[src/design/pdl_pkg.sv]
`timescale 1ns / 1ps
// ----------------------------------------------------------------------------
// pdl_pkg
// Shared types, codes and sizes of the password door lock controller.
// ----------------------------------------------------------------------------
package pdl_pkg;

    localparam int PASSWORD_LEN = 5;
    localparam int IDX_W        = (PASSWORD_LEN > 1) ? $clog2(PASSWORD_LEN) : 1;
    localparam logic [IDX_W-1:0] LAST_IDX = IDX_W'(PASSWORD_LEN - 1);

    localparam int CFG_IDX_W  = 3;
    localparam int CFG_DATA_W = 8;

    // Configuration register indexes
    localparam logic [CFG_IDX_W-1:0] CFG_MAX_ATTEMPTS  = 3'd0;
    localparam logic [CFG_IDX_W-1:0] CFG_LOCKOUT_TICKS = 3'd1;
    localparam logic [CFG_IDX_W-1:0] CFG_FORWARD_TICKS = 3'd2;
    localparam logic [CFG_IDX_W-1:0] CFG_PAUSE_TICKS   = 3'd3;
    localparam logic [CFG_IDX_W-1:0] CFG_REVERSE_TICKS = 3'd4;

    // Item kinds
    localparam logic [1:0] OP_DIGIT  = 2'd0;
    localparam logic [1:0] OP_OPTION = 2'd1;
    localparam logic [1:0] OP_TICK   = 2'd2;

    // Option codes
    localparam logic [7:0] OPT_SET  = 8'd0;
    localparam logic [7:0] OPT_OPEN = 8'd1;

    // Reply codes
    localparam logic [1:0] REPLY_NONE     = 2'd0;
    localparam logic [1:0] REPLY_MATCH    = 2'd1;
    localparam logic [1:0] REPLY_MISMATCH = 2'd2;

    // Motor drive codes
    localparam logic [1:0] DRIVE_STOP = 2'd0;
    localparam logic [1:0] DRIVE_CW   = 2'd1;
    localparam logic [1:0] DRIVE_ACW  = 2'd2;

    // Reported mode codes
    localparam logic [2:0] CM_SET1    = 3'd0;
    localparam logic [2:0] CM_SET2    = 3'd1;
    localparam logic [2:0] CM_VERIFY  = 3'd2;
    localparam logic [2:0] CM_OPTION  = 3'd3;
    localparam logic [2:0] CM_LOCKOPT = 3'd4;
    localparam logic [2:0] CM_MOTOR   = 3'd5;
    localparam logic [2:0] CM_BUZZER  = 3'd6;

    localparam logic [2:0] ATTEMPT_MAX = 3'd7;
    localparam logic [7:0] TICK_MAX    = 8'hFF;

    typedef enum logic [6:0] {
        MODE_SET1    = 7'b0000001,
        MODE_SET2    = 7'b0000010,
        MODE_VERIFY  = 7'b0000100,
        MODE_OPTION  = 7'b0001000,
        MODE_LOCKOPT = 7'b0010000,
        MODE_MOTOR   = 7'b0100000,
        MODE_BUZZER  = 7'b1000000
    } mode_t;

    typedef enum logic [3:0] {
        PH_STOP  = 4'b0001,
        PH_CW    = 4'b0010,
        PH_PAUSE = 4'b0100,
        PH_ACW   = 4'b1000
    } phase_t;

    typedef struct packed {
        logic [1:0] opcode;
        logic [7:0] data_byte;
    } item_t;

    typedef struct packed {
        logic [1:0] reply_code;
        logic [1:0] motor_drive;
        logic       buzzer_active;
        logic       awaiting_option;
        logic [2:0] control_mode;
    } result_t;

    typedef struct packed {
        logic [2:0] max_attempts;
        logic [7:0] lockout_ticks;
        logic [7:0] forward_ticks;
        logic [7:0] pause_ticks;
        logic [7:0] reverse_ticks;
    } cfg_t;

endpackage

[src/design/pdl_cfg_regs.sv]
`timescale 1ns / 1ps
// ----------------------------------------------------------------------------
// pdl_cfg_regs
// Configuration register file; writes to unused indexes are dropped.
// ----------------------------------------------------------------------------
module pdl_cfg_regs import pdl_pkg::*; (
    input  logic                  aclk,
    input  logic                  aresetn,
    input  logic                  cfg_we,
    input  logic [CFG_IDX_W-1:0]  cfg_index,
    input  logic [CFG_DATA_W-1:0] cfg_wdata,
    output cfg_t                  cfg
);

    cfg_t cfg_reg;

    always_ff @(posedge aclk) begin
        if (!aresetn) begin
            cfg_reg.max_attempts  <= 3'd3;
            cfg_reg.lockout_ticks <= 8'd20;
            cfg_reg.forward_ticks <= 8'd5;
            cfg_reg.pause_ticks   <= 8'd1;
            cfg_reg.reverse_ticks <= 8'd5;
        end else if (cfg_we) begin
            case (cfg_index)
                CFG_MAX_ATTEMPTS:  cfg_reg.max_attempts  <= cfg_wdata[2:0];
                CFG_LOCKOUT_TICKS: cfg_reg.lockout_ticks <= cfg_wdata;
                CFG_FORWARD_TICKS: cfg_reg.forward_ticks <= cfg_wdata;
                CFG_PAUSE_TICKS:   cfg_reg.pause_ticks   <= cfg_wdata;
                CFG_REVERSE_TICKS: cfg_reg.reverse_ticks <= cfg_wdata;
                default: ;
            endcase
        end
    end

    assign cfg = cfg_reg;

endmodule

[src/design/pdl_in_stage.sv]
`timescale 1ns / 1ps
// ----------------------------------------------------------------------------
// pdl_in_stage
// Input register: captures one item and holds it until the core takes it.
// ----------------------------------------------------------------------------
module pdl_in_stage import pdl_pkg::*; (
    input  logic  aclk,
    input  logic  aresetn,
    input  logic  s_valid,
    output logic  s_ready,
    input  item_t s_item,
    input  logic  advance,
    output logic  item_valid,
    output item_t item
);

    logic  valid_reg;
    item_t item_reg;

    assign s_ready = !valid_reg || advance;

    always_ff @(posedge aclk) begin
        if (!aresetn) begin
            valid_reg <= 1'b0;
        end else if (s_ready) begin
            valid_reg <= s_valid;
        end
    end

    always_ff @(posedge aclk) begin
        if (s_valid && s_ready) begin
            item_reg <= s_item;
        end
    end

    assign item_valid = valid_reg;
    assign item       = item_reg;

endmodule

[src/design/pdl_core.sv]
`timescale 1ns / 1ps
// ----------------------------------------------------------------------------
// pdl_core
// Lock state machine: entry compare, attempts, motor and buzzer timing.
// ----------------------------------------------------------------------------
module pdl_core import pdl_pkg::*; (
    input  logic    aclk,
    input  logic    aresetn,
    input  logic    fire,
    input  item_t   item,
    input  cfg_t    cfg,
    output result_t result
);

    mode_t            mode_reg, mode_next;
    phase_t           phase_reg, phase_next;
    logic [IDX_W-1:0] digit_index_reg, digit_index_next;
    logic             matches_reg, matches_next;
    logic [2:0]       attempt_reg, attempt_next;
    logic [7:0]       tick_reg, tick_next;
    logic [7:0]       first_entry_reg [PASSWORD_LEN];
    logic [7:0]       stored_reg [PASSWORD_LEN];

    logic             first_we;
    logic             copy_en;
    logic [1:0]       reply;
    logic [7:0]       cmp_byte;
    logic             match_new;
    logic [2:0]       attempt_inc;
    logic [2:0]       attempt_limit;
    logic [7:0]       tick_inc;
    logic [7:0]       tick_limit;
    logic             tick_done;

    assign cmp_byte      = (mode_reg == MODE_SET2) ? first_entry_reg[digit_index_reg]
                                                   : stored_reg[digit_index_reg];
    assign match_new     = matches_reg && (cmp_byte == item.data_byte);
    assign attempt_inc   = (attempt_reg == ATTEMPT_MAX) ? ATTEMPT_MAX : attempt_reg + 3'd1;
    assign attempt_limit = (cfg.max_attempts == 3'd0) ? 3'd1 : cfg.max_attempts;
    assign tick_inc      = (tick_reg == TICK_MAX) ? TICK_MAX : tick_reg + 8'd1;
    assign tick_done     = tick_inc >= tick_limit;

    always_comb begin
        case (phase_reg)
            PH_CW:    tick_limit = cfg.forward_ticks;
            PH_PAUSE: tick_limit = cfg.pause_ticks;
            PH_ACW:   tick_limit = cfg.reverse_ticks;
            default:  tick_limit = cfg.lockout_ticks;
        endcase
        if (mode_reg == MODE_BUZZER) begin
            tick_limit = cfg.lockout_ticks;
        end
    end

    always_comb begin
        mode_next        = mode_reg;
        phase_next       = phase_reg;
        digit_index_next = digit_index_reg;
        matches_next     = matches_reg;
        attempt_next     = attempt_reg;
        tick_next        = tick_reg;
        first_we         = 1'b0;
        copy_en          = 1'b0;
        reply            = REPLY_NONE;

        if (item.opcode == OP_DIGIT && mode_reg inside {MODE_SET1, MODE_SET2, MODE_VERIFY}) begin
            if (mode_reg == MODE_SET1) begin
                first_we = 1'b1;
            end else begin
                matches_next = match_new;
            end
            digit_index_next = (digit_index_reg == LAST_IDX) ? '0 : digit_index_reg + 1'b1;
            if (digit_index_reg == LAST_IDX) begin
                case (mode_reg)
                    MODE_SET1: begin
                        mode_next    = MODE_SET2;
                        matches_next = 1'b1;
                    end
                    MODE_SET2: begin
                        copy_en      = match_new;
                        reply        = match_new ? REPLY_MATCH : REPLY_MISMATCH;
                        mode_next    = MODE_VERIFY;
                        matches_next = 1'b1;
                        attempt_next = '0;
                        tick_next    = '0;
                        phase_next   = PH_STOP;
                    end
                    default: begin
                        if (match_new) begin
                            reply        = REPLY_MATCH;
                            attempt_next = '0;
                            mode_next    = MODE_OPTION;
                        end else begin
                            reply        = REPLY_MISMATCH;
                            attempt_next = attempt_inc;
                            if (attempt_inc >= attempt_limit) begin
                                mode_next = MODE_LOCKOPT;
                            end else begin
                                matches_next = 1'b1;
                            end
                        end
                    end
                endcase
            end
        end else if (item.opcode == OP_OPTION && mode_reg == MODE_OPTION) begin
            if (item.data_byte == OPT_OPEN) begin
                mode_next  = MODE_MOTOR;
                phase_next = PH_CW;
                tick_next  = '0;
            end else if (item.data_byte == OPT_SET) begin
                mode_next        = MODE_SET1;
                digit_index_next = '0;
                matches_next     = 1'b1;
            end else begin
                mode_next        = MODE_VERIFY;
                digit_index_next = '0;
                matches_next     = 1'b1;
                attempt_next     = '0;
                tick_next        = '0;
                phase_next       = PH_STOP;
            end
        end else if (item.opcode == OP_OPTION && mode_reg == MODE_LOCKOPT) begin
            if (item.data_byte == OPT_OPEN) begin
                mode_next = MODE_BUZZER;
                tick_next = '0;
            end else begin
                mode_next        = MODE_VERIFY;
                digit_index_next = '0;
                matches_next     = 1'b1;
                attempt_next     = '0;
                tick_next        = '0;
                phase_next       = PH_STOP;
            end
        end else if (item.opcode == OP_TICK && mode_reg inside {MODE_MOTOR, MODE_BUZZER}) begin
            tick_next = tick_done ? 8'd0 : tick_inc;
            if (tick_done || (mode_reg == MODE_MOTOR && phase_reg == PH_STOP)) begin
                case (phase_reg)
                    PH_CW:    phase_next = (cfg.pause_ticks == 8'd0) ? PH_ACW : PH_PAUSE;
                    PH_PAUSE: phase_next = PH_ACW;
                    default: begin
                        // end of closing run, stray stop phase or end of lockout
                        mode_next        = MODE_VERIFY;
                        digit_index_next = '0;
                        matches_next     = 1'b1;
                        attempt_next     = '0;
                        tick_next        = '0;
                        phase_next       = PH_STOP;
                    end
                endcase
            end
        end
    end

    // Result shows the state after the item
    always_comb begin
        result.reply_code      = reply;
        result.motor_drive     = DRIVE_STOP;
        result.buzzer_active   = (mode_next == MODE_BUZZER);
        result.awaiting_option = (mode_next == MODE_OPTION) || (mode_next == MODE_LOCKOPT);
        if (mode_next == MODE_MOTOR && phase_next == PH_CW) begin
            result.motor_drive = DRIVE_CW;
        end else if (mode_next == MODE_MOTOR && phase_next == PH_ACW) begin
            result.motor_drive = DRIVE_ACW;
        end
        case (mode_next)
            MODE_SET1:    result.control_mode = CM_SET1;
            MODE_SET2:    result.control_mode = CM_SET2;
            MODE_VERIFY:  result.control_mode = CM_VERIFY;
            MODE_OPTION:  result.control_mode = CM_OPTION;
            MODE_LOCKOPT: result.control_mode = CM_LOCKOPT;
            MODE_MOTOR:   result.control_mode = CM_MOTOR;
            MODE_BUZZER:  result.control_mode = CM_BUZZER;
            default:      result.control_mode = CM_SET1;
        endcase
    end

    always_ff @(posedge aclk) begin
        if (!aresetn) begin
            mode_reg        <= MODE_SET1;
            phase_reg       <= PH_STOP;
            digit_index_reg <= '0;
            matches_reg     <= 1'b1;
            attempt_reg     <= '0;
            tick_reg        <= '0;
        end else if (fire) begin
            mode_reg        <= mode_next;
            phase_reg       <= phase_next;
            digit_index_reg <= digit_index_next;
            matches_reg     <= matches_next;
            attempt_reg     <= attempt_next;
            tick_reg        <= tick_next;
        end
    end

    always_ff @(posedge aclk) begin
        if (fire && first_we) begin
            first_entry_reg[digit_index_reg] <= item.data_byte;
        end
    end

    always_ff @(posedge aclk) begin
        if (!aresetn) begin
            for (int i = 0; i < PASSWORD_LEN; i++) begin
                stored_reg[i] <= '0;
            end
        end else if (fire && copy_en) begin
            for (int i = 0; i < PASSWORD_LEN; i++) begin
                stored_reg[i] <= first_entry_reg[i];
            end
        end
    end

    a_phase_idle_outside_motor: assert property (@(posedge aclk) disable iff (!aresetn)
        (mode_reg != MODE_MOTOR) |-> (phase_reg == PH_STOP))
        else $error("motor phase active outside motor mode");

    a_phase_running_in_motor: assert property (@(posedge aclk) disable iff (!aresetn)
        (mode_reg == MODE_MOTOR) |-> (phase_reg != PH_STOP))
        else $error("motor mode without a running phase");

    a_reply_only_on_digit: assert property (@(posedge aclk) disable iff (!aresetn)
        (reply != REPLY_NONE) |-> (item.opcode == OP_DIGIT && digit_index_reg == LAST_IDX))
        else $error("reply raised on an item that does not close an entry");

    a_set1_to_set2: assert property (@(posedge aclk) disable iff (!aresetn)
        (fire && mode_reg == MODE_SET1 && item.opcode == OP_DIGIT
            && digit_index_reg == LAST_IDX) |=> (mode_reg == MODE_SET2))
        else $error("first set entry did not move to second entry");

endmodule

[src/design/password_door_lock_controller_unit.sv]
`timescale 1ns / 1ps
// ----------------------------------------------------------------------------
// password_door_lock_controller_unit
// Digital combination lock: password set/verify, attempt lockout with buzzer,
// and timed motor open/close sequence driven by tick items.
// ----------------------------------------------------------------------------
//
//   Channel   Ports                         Moves
//   -------   ---------------------------   ---------------------------------
//   input     s_valid / s_ready / s_item    one item: opcode, data_byte
//   result    m_valid / m_ready / m_result  one result item per input item
//   config    cfg_we / cfg_index / cfg_wdata register write, no wait
//
// Every input item yields exactly one result item. An item is taken every
// cycle while the result is not stalled; it passes the input register, then
// the result register, with the single state update between them.
// Reset (aresetn low, synchronous) empties both registers, restores the
// register defaults, clears the stored password and returns to set mode.
// A stalled result holds the core; the input register still takes one more
// item while the result waits, and s_ready drops only when both are full.
// ----------------------------------------------------------------------------
module password_door_lock_controller_unit import pdl_pkg::*; (
    input  logic                  aclk,
    input  logic                  aresetn,
    input  logic                  s_valid,
    output logic                  s_ready,
    input  item_t                 s_item,
    output logic                  m_valid,
    input  logic                  m_ready,
    output result_t               m_result,
    input  logic                  cfg_we,
    input  logic [CFG_IDX_W-1:0]  cfg_index,
    input  logic [CFG_DATA_W-1:0] cfg_wdata
);

    cfg_t    cfg;
    item_t   item;
    logic    item_valid;
    logic    advance;
    logic    fire;
    result_t result;
    logic    out_valid_reg;
    result_t result_reg;

    // Advance when the result register is empty or being drained this cycle
    assign advance = !out_valid_reg || m_ready;
    // Consume the held item into the core and the result register
    assign fire    = item_valid && advance;

    pdl_cfg_regs u_cfg (
        .aclk      (aclk),
        .aresetn   (aresetn),
        .cfg_we    (cfg_we),
        .cfg_index (cfg_index),
        .cfg_wdata (cfg_wdata),
        .cfg       (cfg)
    );

    pdl_in_stage u_in (
        .aclk       (aclk),
        .aresetn    (aresetn),
        .s_valid    (s_valid),
        .s_ready    (s_ready),
        .s_item     (s_item),
        .advance    (advance),
        .item_valid (item_valid),
        .item       (item)
    );

    pdl_core u_core (
        .aclk    (aclk),
        .aresetn (aresetn),
        .fire    (fire),
        .item    (item),
        .cfg     (cfg),
        .result  (result)
    );

    // Result register: hold while stalled, load on every consumed item
    always_ff @(posedge aclk) begin
        if (!aresetn) begin
            out_valid_reg <= 1'b0;
        end else if (advance) begin
            out_valid_reg <= item_valid;
        end
    end

    always_ff @(posedge aclk) begin
        if (fire) begin
            result_reg <= result;
        end
    end

    assign m_valid  = out_valid_reg;
    assign m_result = result_reg;

endmodule
[config.mk]
export PLATFORM = sky130hd
export DESIGN_NAME = password_door_lock_controller_unit
export DESIGN_NICKNAME = d
export VERILOG_FILES = /design/src/design/pdl_pkg.sv /design/src/design/pdl_cfg_regs.sv /design/src/design/pdl_in_stage.sv /design/src/design/pdl_core.sv /design/src/design/password_door_lock_controller_unit.sv
export SDC_FILE = /design/constraint.sdc
export NUM_CORES = 1
export LEC_CHECK = 0
export BUFFER_PORTS_ARGS = -buffer_cell sky130_fd_sc_hd__buf_4
export CORE_ASPECT_RATIO = 0.7
export CORE_MARGIN = 4
export CORE_UTILIZATION = 55
export CTS_CLUSTER_DIAMETER = 80
export DETAILED_ROUTE_END_ITERATION = 7
export GPL_ROUTABILITY_DRIVEN = 0
export PLACE_DENSITY = 0.72
export SETUP_SLACK_MARGIN = 0.15
export SYNTH_ARGS = -nofsm -noshare
export SYNTH_HDL_FRONTEND = slang
export SYNTH_SLANG_ARGS = --single-unit
[constraint.sdc]
create_clock -name aclk -period 5.4 [get_ports aclk]
set_input_delay 1.08 -clock aclk [delete_from_list [all_inputs] [get_ports aclk]]
set_output_delay 1.08 -clock aclk [all_outputs]
set_load 0.02 [all_outputs]
Word-level counts from Yosys, hierarchy flattened
Memories as Yosys holds them, arrays and structs flattened. A register that Yosys moved wholly into a read port is not among the register bits. Index checks and enable logic that the tools add are counted.

$add $sub $neg: 3. $lt $le $gt $ge: 2. Equal/unequal tests: 38. Multiplexer cells: 94. Bitwise logic cells: 7. Reduce and logical (&&, ||, !) cells: 38.

Operators with widths (count): $mux 8 (19); $mux 7 (11); $mux 3 (23); $mux 4 (11); $pmux 8 s3 (1); $mux 1 (23); $pmux 3 s6 (1); $logic_not 8->1 (2); $eq 7x2->1 const B (2); $eq 7x3->1 const B (2); $eq 7x4->1 const B (2); $eq 7x5->1 const B (2); $eq 7x6->1 const B (2); $eq 7x7->1 const B (2); $pmux 7 s2 (1); $logic_and 1x1->1 (12); $reduce_and 2->1 (5); $eq 3x3->1 const B (3); $ne 3x2->1 const B (3); $reduce_and 9->1 (1); $add 8x1->8 const B (1); $eq 4x2->1 const B (2); $eq 4x4->1 const B (2); $eq 8x1->1 const B (1); 32 further kinds (48).

Flip-flop bits (word level): 82. Memory bits (writable): 80. Bits of input ports: 26. Output and inout bits: 11. Memories: 2.

Memories: u_core.first_entry_reg (words 5, width 8, rd ports 6, clocked after Yosys merged registers in 1, wr ports 1, line pdl_core.sv:21) `logic [7:0] first_entry_reg [PASSWORD_LEN];`; u_core.stored_reg (words 5, width 8, rd ports 1, clocked after Yosys merged registers in 1, wr ports 5, line pdl_core.sv:22) `logic [7:0] stored_reg [PASSWORD_LEN];`.

Longest topological paths before layout
Word-level depth: 13. Depth in mapped cells: 18. Gate-level depth less buffers: 15.

Cells and area by module
A second synthesis with hierarchy kept.

Cell total of the unflattened synthesis: 764. Area total of the unflattened synthesis: 9166.3 um^2.

Modules (own cells, without submodules): pdl_core (instances 1, cells each 603, area an instance 7086.8 um^2, seq. area each 3703.6 um^2); pdl_cfg_regs (instances 1, cells each 132, area an instance 1393.8 um^2, seq. area each 700.7 um^2); pdl_in_stage (instances 1, cells each 15, area an instance 357.8 um^2, seq. area each 320.3 um^2); password_door_lock_controller_unit (instances 1, cells each 14, area an instance 327.8 um^2, seq. area each 290.3 um^2).

Least setup slack after synthesis
Ideal clock, no wire load.

Kind: register -> register. From: reg u_core.phase_reg[0]. To: reg result_reg (netlist bit m_result[1]) (data pin). Arrival time: 4068 ps. Setup slack: 1073 ps. Cell stages (with the launch flop): 17. Path buffers: 2. Cells stage by stage: dfxtp_1 -> clkbuf_1 -> nor4b_1 -> o32ai_1 -> clkbuf_1 -> nand2_1 -> o21ai_0 -> ha_1 -> nand2b_1 -> a21o_1 -> a21o_1 -> a31oi_1 -> or2_2 -> a21oi_1 -> nor4_1 -> mux2i_1 -> nor3_1.

RTL lines: start: declaration (line pdl_core.sv:16) `phase_t phase_reg, phase_next;`; start signal: assignment (line pdl_core.sv:187) `phase_reg <= phase_next;`; end signal: assignment (line password_door_lock_controller_unit.sv:90) `result_reg <= result;`; end: declaration (line password_door_lock_controller_unit.sv:43) `result_t result_reg;`.

==> summary.md <==
| Metric | Value |
|---|---|
| Status | `finished, final reports clean` |
| Worst path cell trace | `nor3b_1, nand2_1, a211oi_1, nor3_1, nand4b_1, or4_1, or3_4, nor2_2, buf_4, and2_1` |
| Initial antenna violation count | `0` |
| Reg clk slew, reported paths | `0.07 ns` |
| FF/Latch Area | `0.00501 mm²` |
| Clk_skew | `0.0164 ns` |
| Register area share after synthesis | `0.561` |
| Final setup TNS | `0 ns` |
| Buffers on Ports | `36` |
| Initial Util | `0.568` |
| CP required | `5.70 ns` |
| Total grt overflow | `0` |
| Top FF cell, synth | `edfxtp_1` |
| Leak | `3.65 nW` |
| Via density | `6.20` |
| Total iterations of the first detailed-routing run | `7` |
| Placed Cells incl. Taps | `1015` |
| Seq cells post-synth | `189` |
| Main combinational cell family by area after synthesis | `simple AND/OR/NAND/NOR gates` |
| Fin nets | `855` |
| Via Count | `6492` |
| Die ar. | `0.0184 mm²` |
| Worst-margin pin slew | `1.12 ns` |
| Post-synth EDFFs | `123` |
| CP peak stage delay | `0.74 ns` |
| # clock sinks | `189` |
| Setup-failing EPs final | `0` |
| Area of the multi-input gates | `0.00370 mm²` |
| Period utilization | `0.795` |
| CP top delay family | `simple AND/OR/NAND/NOR gates` |
| Vias in the first global route | `6114` |
| CP Launch Type | `register` |
| Synthesized cell area | `0.00895 mm²` |
| Top-Level Pins | `37` |
| Layout area overhead | `11.9%` |
| Max reg flops | `64` |
| HPWL after DPL | `14700 µm` |
| Overall Global Routing Usage | `0.234` |
| Hold violation count in the final report | `0` |
| First-pass GRT wire length | `33200 µm` |
| Layout cells sized above 1 | `0.157` |
| Area fraction in compound gates after synthesis | `0.104` |
| Post-synthesis xor/xnor area fraction | `0.0117` |
| Clock Latency Late Sink | `0.45 ns` |
| Synth async-reset ratio | `0` |
| CTS Buf Count | `17` |
| Slowest cell on the critical path | `nor3b_1` |
| Max_slew headroom | `0.249` |
| Yosys warnings | `0` |
| CTS tree | `yes` |
| CP max FO | `40` |
| Fillcell total | `1188` |
| Routed WL per cell | `19.8 µm` |
| Syn_nets | `830` |
| Peak VDD IR | `341 µV` |
| Post-cts sizing count | `0` |
| # DRC | `0` |
| Cts hold-fix bufs | `0` |
| Final cell count without fillers | `1047` |
| Peak Freq | `0.233 GHz` |
| Initial DRC Count | `1312` |
| Root Buffer | `clkbuf_16` |
| Fin crit period | `4.29 ns` |
| CP Class | `register to register` |
| H-tree levels | `4` |
| Diode count | `0` |
| Max-slew violations | `0` |
| Largest net degree at the start of global routing | `50` |
| Synth cell types | `69` |
| Crit. End Element | `register` |
| Buf/Inv on CP | `1` |
| Post-synthesis mux area share | `0.0782` |
| Setup bufs post-CTS | `0` |
| Simple-gate share of the synthesized area | `0.197` |
| Post-DRT Antenna Nets | `0` |
| Unrepaired setup endpoints after global routing | `false` |
| Crit path DAT | `4.59 ns` |
| Max clock buf depth | `2` |
| Die W | `160 µm` |
| Core Area | `0.0157 mm²` |
| Class of the worst hold path | `register to register` |
| Pwr Density | `306 mW/mm²` |
| Number of max-cap violations | `0` |
| Total Routed Length | `20800 µm` |
| Post-Synthesis Cells | `789` |
| FP Rows | `38` |
| Mean Syn Cell Area | `11.3 µm²` |
| DIE HEIGHT | `115 µm` |
| Synth Area in Adders | `0.0210` |
## tightest hold or removal path, delay by kind of cell (launching register included)
kind	cells	cell delay, ns
DFF	1	0.31
and+or+nand+nor	1	0.05
AOI/OAI and AO/OA	1	0.05
## logic make-up (layout without fill, tap and decap cells)
logic type	after synthesis	after routing
AOI/OAI and AO/OA	142	142
xor gates and xnor gates	12	12
adders and majority gates	15	15
buffers and inverters	54	92
DFF	189	189
muxes	42	42
and+or+nand+nor	335	335
## placed cells by master, fill, tap and decap left out, drive strengths merged, types with 11 or more instances in the layout
master / synthesis / layout
edfxtp: 123 / 123
nand2: 104 / 104
dfxtp: 66 / 66
nor2: 59 / 59
a21oi: 52 / 52
buf: 20 / 47
and2: 45 / 45
nand3: 26 / 26
mux4: 22 / 22
o21ai: 19 / 19
clkbuf: 21 / 19
inv: 11 / 18
mux2i: 17 / 17
ha: 15 / 15
nor3: 15 / 15
nand2b: 13 / 13
nor4: 12 / 12
and3: 11 / 11
a21o: 11 / 11
## synth_stat cells (all sizes together) (6+ instances only)
library cell | number | area, µm²
a21o | 11 | 82.6
ha | 15 | 188
clkbuf | 21 | 78.8
and2 | 45 | 282
a22oi | 10 | 75.1
nand4 | 7 | 43.8
mux2i | 17 | 170
inv | 11 | 41.3
nand2 | 104 | 390
nand3 | 26 | 130
nor3 | 15 | 86.3
nand2b | 13 | 88.8
mux4 | 22 | 495
or3 | 6 | 52.6
dfxtp | 66 | 1320
nor2b | 8 | 50.1
buf | 20 | 115
o21ai | 19 | 98.9
a211oi | 10 | 75.1
edfxtp | 123 | 3690
a21oi | 52 | 268
a222oi | 8 | 80.1
nor2 | 59 | 248
or2 | 6 | 37.5
and3 | 11 | 68.8
nor4 | 12 | 90.1
xnor2 | 8 | 70.1
## layout make-up
class / instances / area share
inverters: 13 / 0.00487
repair buffers: 47 / 0.0352
well taps: 220 / 0.0275
clock inverters: 13 / 0.0151
flip-flops and latches: 189 / 0.501
multi-input cells: 546 / 0.370
clock buffers: 19 / 0.0464
## metrics by stage
| stage | hold slack (ns) | total power [mW] | util | instance area (µm²) | setup WS [ns] |
|---|---|---|---|---|---|
| 2_1_floorplan | 0.435 | 1.75 | - | 8950 | 1.07 |
| 3_3_place_gp | 0.452 | 1.81 | 0.597 | 9400 | 1.19 |
| 3_5_place_dp | 0.451 | 1.82 | 0.597 | 9400 | 1.13 |
| 4_1_cts | 0.461 | 3.07 | 0.636 | 10000 | 1.10 |
| 5_1_grt | 0.485 | 3.17 | 0.636 | 10000 | 0.802 |
| 6_report | 0.461 | 3.07 | 0.636 | 10000 | 1.11 |
## where the power goes
group	internal, mW	switching, mW	leakage (nW)
registers	1.57	0.0324	1.71
logic	0.0749	0.115	1.63
clock network	0.696	0.580	0.311
## layer usage
metal / up-vias / GRT usage / part of all wire
met5: - / 0 / 0
met3: 34 / 0.0723 / 0.11
met1: 3098 / 0.359 / 0.46
met4: 0 / 0.0688 / 0.014
met2: 370 / 0.319 / 0.41
li1: 2990 / - / -
## worst paths after layout
path	from	endpoint	slack [ns]	cells past startpoint
setup reg to reg	u_core.mode_reg[1]	u_core.stored_reg[3][3]	1.11	10
hold / removal	u_cfg.cfg[30]	u_cfg.cfg[30]	0.46	2
hold reg to reg	u_cfg.cfg[30]	u_cfg.cfg[30]	0.46	2
setup / recovery	u_core.mode_reg[1]	u_core.stored_reg[3][3]	1.11	10
Note: power is estimated with default switching activity, not from simulation.
